===== src/hdl/hhs_pkg.sv =====
// shared types and constants for the hillshade opacity filter
package hhs_pkg;

	localparam int MAX_WIDTH  = 2048;
	localparam int MAX_HEIGHT = 4096;
	localparam int COL_W      = $clog2(MAX_WIDTH);
	localparam int ROW_W      = 12;
	localparam int QDEPTH     = 4;
	localparam int QPTR_W     = $clog2(QDEPTH);

	// configuration register indexes
	localparam logic [3:0] CFG_FRAME_WIDTH  = 4'd0;
	localparam logic [3:0] CFG_FRAME_HEIGHT = 4'd1;
	localparam logic [3:0] CFG_BORDER       = 4'd2;
	localparam logic [3:0] CFG_RELIEF_SCALE = 4'd3;
	localparam logic [3:0] CFG_MAX_OPACITY  = 4'd4;
	localparam logic [3:0] CFG_SUN_HEIGHT   = 4'd5;
	localparam logic [3:0] CFG_SUN_EAST     = 4'd6;
	localparam logic [3:0] CFG_SUN_NORTH    = 4'd7;

	typedef struct packed {
		logic [11:0]        frame_width;
		logic [12:0]        frame_height;
		logic [6:0]         border;
		logic [15:0]        relief_scale;
		logic [7:0]         max_opacity;
		logic signed [15:0] sun_height_weight;
		logic signed [15:0] sun_east_weight;
		logic signed [15:0] sun_north_weight;
	} cfg_t;

	// one interior pixel handed from the front to the back
	typedef struct packed {
		logic signed [18:0] sx;
		logic signed [18:0] sy;
		logic               void_nb;
		logic               row_last;
		logic               frame_last;
	} job_t;

endpackage


===== src/hdl/hhs_queue.sv =====
// short job queue between front and back
module hhs_queue import hhs_pkg::*; (
	input  logic clk,
	input  logic arst_n,
	input  logic push,
	input  job_t din,
	output logic full,
	input  logic pop,
	output job_t dout,
	output logic empty
);

	job_t              mem_q [0:QDEPTH-1];
	logic [QPTR_W-1:0] wr_q, rd_q;
	logic [QPTR_W:0]   cnt_q;

	assign full  = (cnt_q == (QPTR_W+1)'(QDEPTH));
	assign empty = (cnt_q == '0);
	assign dout  = mem_q[rd_q];

	always_ff @(posedge clk or negedge arst_n) begin
		if (!arst_n) begin
			wr_q  <= '0;
			rd_q  <= '0;
			cnt_q <= '0;
		end else begin
			if (push && !full) begin
				wr_q <= wr_q + QPTR_W'(1);
			end
			if (pop && !empty) begin
				rd_q <= rd_q + QPTR_W'(1);
			end
			if ((push && !full) && !(pop && !empty)) begin
				cnt_q <= cnt_q + (QPTR_W+1)'(1);
			end else if (!(push && !full) && (pop && !empty)) begin
				cnt_q <= cnt_q - (QPTR_W+1)'(1);
			end
		end
	end

	always_ff @(posedge clk) begin
		if (push && !full) begin
			mem_q[wr_q] <= din;
		end
	end

endmodule


===== config.mk =====
export PLATFORM = sky130hd
export DESIGN_NAME = hhs_queue
export DESIGN_NICKNAME = d
export VERILOG_FILES = /design/src/hdl/hhs_pkg.sv /design/src/hdl/hhs_queue.sv
export SDC_FILE = /design/constraint.sdc
export NUM_CORES = 1
export LEC_CHECK = 0
export ABC_AREA = 0
export BUFFER_PORTS_ARGS = -buffer_cell sky130_fd_sc_hd__buf_2
export CORE_MARGIN = 2
export CORE_UTILIZATION = 34
export DETAILED_ROUTE_END_ITERATION = 12
export PLACE_DENSITY = 0.63
export SLEW_MARGIN = 5
export SYNTH_ARGS = -nofsm -noshare
export SYNTH_HDL_FRONTEND = slang
export SYNTH_SLANG_ARGS = --single-unit

===== constraint.sdc =====
create_clock -name clk -period 3 [get_ports clk]
set_input_delay 0.45 -clock clk [delete_from_list [all_inputs] [get_ports clk]]
set_output_delay 0.45 -clock clk [all_outputs]
set_load 0.01 [all_outputs]

# Yosys cells after proc, flatten, opt, wreduce, memory -nomap -nowiden
# Memory sizes are Yosys's and may differ from the RTL's.
# Index checks and enable logic that the tools add are counted.
[totals] register_bits=7 n_memories=1 ram_bits=164 out_inout_bits=43 latch_bits=0 rom_bits=0
[classes] n_eq_ne=1 order_cmp=0 addsub=4 n_reduce_logical=10 muxes=4 div_mod_pow=0 n_mul=0 n_bitwise=0 shift=0
[mem_list] name="mem_q" depth=4 word_bits=41 rd=1 rd_clocked_by_memory_dff=0 write_ports=1 line="hhs_queue.sv:13" rtl="job_t mem_q [0:QDEPTH-1];"
[op_table] cell="2-to-1 mux 3 bit" n=2
[op_table] cell="adder 2 x 1 -> 2 bit, second input constant" n=2
[op_table] cell="logical AND 1 bit" n=4
[op_table] cell="logical NOT 1 bit" n=4
[op_table] cell="adder 3 x 1 -> 3 bit, second input constant" n=1
[op_table] cell="== test 3 bit, second input constant" n=1
[op_table] cell="logical NOT 3 bit" n=1
[op_table] cell="subtractor 3 x 1 -> 3 bit, second input constant" n=1
[op_table] cell="2-to-1 mux 1 bit" n=2
[op_table] cell="nonzero test 2 bit" n=1

# Depth between registers and ports, before layout
[depth] depth_word=7 depth_mapped=9 depth_no_buf=8

# Worst setup path after synthesis
# No wires, ideal clock.
[synth_path] path_kind="flip-flop to flip-flop" startpoint="reg cnt_q[2]" endpoint="mem mem_q[0][0] (netlist bit) (enable)" synth_period_minus_slack_ns=2.225 setup_ns=0.402 arrival_ns=1.823 setup_slack_ns=0.775 stages_incl_launch_ff=5 path_cell_list="dfrtp_1 -> nor3b_2 -> nor2b_1 -> buf_6 -> and2_1"
[synth_via] elab_chain_cells=5
[synth_rtl] element="from (decl)" line="hhs_queue.sv:15" rtl="logic [QPTR_W:0] cnt_q;"
[synth_rtl] element="from (signal assigned)" line="hhs_queue.sv:34" rtl="cnt_q <= cnt_q + (QPTR_W+1)'(1);"
[synth_rtl] element="from (signal assigned)" line="hhs_queue.sv:36" rtl="cnt_q <= cnt_q - (QPTR_W+1)'(1);"
[synth_rtl] element="== test 3 bit" line="hhs_queue.sv:17" rtl="assign full = (cnt_q == (QPTR_W+1)'(QDEPTH));"
[synth_rtl] element="named net full" line="hhs_queue.sv:7" rtl="output logic full,"
[synth_rtl] element="logical NOT 1 bit" line="hhs_queue.sv:42" rtl="if (push && !full) begin"
[synth_rtl] element="logical AND 1 bit" line="hhs_queue.sv:42"
[synth_rtl] element="2-to-1 mux 1 bit" line="hhs_queue.sv:42"
[synth_rtl] element="2-to-1 mux 1 bit (implied by the code)" line="hhs_queue.sv:43" rtl="mem_q[wr_q] <= din;"
[synth_rtl] element="to (decl)" line="hhs_queue.sv:13"
# The timed path passes the listed nets, and every way through them passes these cells.

==> reports/metrics.yaml <==
ctsHoldBuffers: 1
grt_pass1_wl_mm: 17.6
globalRoute.totalOverflow: 0
vias: 2838
slew_headroom_pct: 56.7
grt_pass1_vias: 3118
p_leak_nw: 2.65
grt_max_degree: 42
clock_skew_ns: 0.0109
syn_area_um2: 6400
critPathArrivalTime_ns: 2.26
area_delta_synth_final_pct: 20.2
root_buffer: "clkbuf_16"
cts_buffer_depth: 2
finalPower_mw: 7.58
synth_edf_count: 164
post-place-ws_ns: 0.656
synth_seq_cells: 171
worstSetupPathType: "reg2out"
core.rowCount: 50
yosys.area.top_type: "edfxtp_1"
critPathCaptureType: "primary output"
final_hold_viol_count: 0
rsz0062_at_grt: "no"
yosysSeqAreaShare_pct: 79.7
finalSetupViolCount: 0
post_synth_inst_count: 251
status: "completed"
period_share_pct: 90.3
antenna_left: 0
min_period_ns: 2.71
holdWs_ns: 0.246
clkTransAtPathRegs_ns: 0.06
cp-start-kind: "flop"
synthArstFlopShare_pct: 4.09
cts_tree: "done"
utilization_pct: 41.4
synth.mux.area_fraction_pct: 15.0
synthFlopType: "edfxtp_1"
port_buffers: 87
design.core.area_um2: 18600
gp_congestion: 0.686
finalWorstSetupSlack_ns: 0.290
synth_warnings: 0
wire_per_inst_um: 19.0
synth_common_cells: "164 x edfxtp_1, 38 x mux4_2, 7 x dfrtp_1"
cap_violations: 0
synth_xor_area_share_pct: 0.821
antenna_cells: 0
fillers: 1633
antenna_found_initial: 1
synth_most_common_cell: "edfxtp_1"
clkSinkCount: 171
synth_top_family_by_area: "multiplexers"
nets: 405
max_freq_mhz: 369
die-area_um2: 19900
synth_fa_ha_area_share_pct: 1.29
max_stage_delay_ns: 0.85
tightest_slew_ns: 0.649
drive_gt1_share_pct: 45.2
fp.dieH_um: 141
tns_ns: 0
hpwl_mm: 6.66
yosysUniqueCellTypes: 22
power_density_nw_per_um2: 985
crit_path_top_delay_cell: "dfrtp_4"
drv_slew: 0
numCtsBuffers: 17
postCtsSetupBuffers: 0
max-vdd-ir-drop_mv: 0.357
drt-pass1-iter-count: 4
cp_top_family: "flip-flops"
syn-mean-instance-area_um2: 25.5
cp_max_fo: 32
crit_buf_inv: 2
synth_top_area_share_pct: 77.0
ios: 88
hold_class: "in2reg"
initial_core_util_pct: 34.4
wirelength_mm: 11.4
drtIter0Drc: 166
synth_compound_area_share_pct: 0
clk-insertion-delay-late_ns: 0.42
crit_required_ns: 2.55
vias_per_cell: 4.72
cts_resized: 0
drc: 0
path_cells: "buf_4 -> mux4_2 -> buf_2"
dieWidth_um: 141
synth_nets: 302
yosys-top-cells-area: "edfxtp_1 77%, mux4_2 13%, dfrtp_1 2.7%"
synthSimpleGateAreaFrac_pct: 0.978
cts.htree.levels: 4
grtUsageTotal_pct: 12.1
[power breakdown]
part	total (mW)	internal [mW]	switching (mW)
Clock	2.06	1.21	0.846
Combinational	2.04	1.06	0.983
Sequential	3.48	3.17	0.320
[layout by cell type (no fill, tap or decap)]
master / count
dfrtp_1: 5
mux2_4: 1
clkinv_2: 1
mux2_2: 1
buf_2: 87
fa_1: 1
dlygate4sd3_1: 1
xnor2_1: 4
clkbuf_16: 17
nor3b_2: 1
clkinv_1: 6
nand3_1: 1
inv_1: 4
nor2_1: 1
buf_4: 2
mux4_1: 3
edfxtp_1: 164
nor2b_1: 1
inv_6: 1
clkinvlp_4: 2
xor2_1: 2
mux4_2: 38
and2_2: 4
clkbuf_1: 1
dfrtp_4: 1
nand2_1: 1
bufinv_16: 2
ha_1: 5
or3_1: 1
clkinv_4: 2
buf_12: 5
dfrtp_2: 1
[through the flow]
stage	instances	instance area, um^2
after global routing	601	7690
final	601	7690
after CTS	601	7690
after global placement	568	7130
after floorplan	251	6400
after detailed placement	568	7130
[path summary, 6_finish.rpt]
path,startpoint,to,slack (ns),depth (start not counted)
worst max-delay path,rd_q[0]$_DFFE_PN0P_,dout[23],0.29,3
worst min-delay path,din[3],mem_q[0][3]$_DFFE_PP_,0.25,1
worst max register to register,cnt_q[2]$_DFFE_PN0P_,cnt_q[2]$_DFFE_PN0P_,0.74,8
worst min register to register,cnt_q[2]$_DFFE_PN0P_,cnt_q[2]$_DFFE_PN0P_,0.49,1
max in group asynchronous,arst_n,rd_q[0]$_DFFE_PN0P_,2.42,2
min in group asynchronous,arst_n,cnt_q[1]$_DFFE_PN0P_,0.40,2
[final cells by class]
cell class / count / area, um^2 / share of cell area (%)
clock buffers: 18 / 429 / 5.58
well taps: 234 / 293 / 3.80
multi-input cells: 65 / 1160 / 15.1
repair buffers: 95 / 561 / 7.28
flip-flops and latches: 171 / 5100 / 66.3
inverters: 4 / 15.0 / 0.195
clock inverters: 14 / 129 / 1.67
[layer usage]
layer | vias up | routed length (um) | global-route usage, %
li1 | 1260 | - | -
met1 | 1503 | 4880 | 14.5
met5 | - | 13 | 0
met4 | 2 | 85 | 4.58
met3 | 9 | 547 | 4.38
met2 | 64 | 5890 | 20.1
[cell families after synthesis]
kind of cell	after synthesis
xor gates and xnor gates	6
adders and majority gates	6
buffers and inverters	15
DFF	171
muxes	43
and+or+nand+nor	10
[sequential cells by signal (all words and copies together), names as in the netlist]
name   cells
cnt_q      3
mem_q    164
rd_q       2
wr_q       2
No activity file was read; power rests on OpenSTA's default activity.
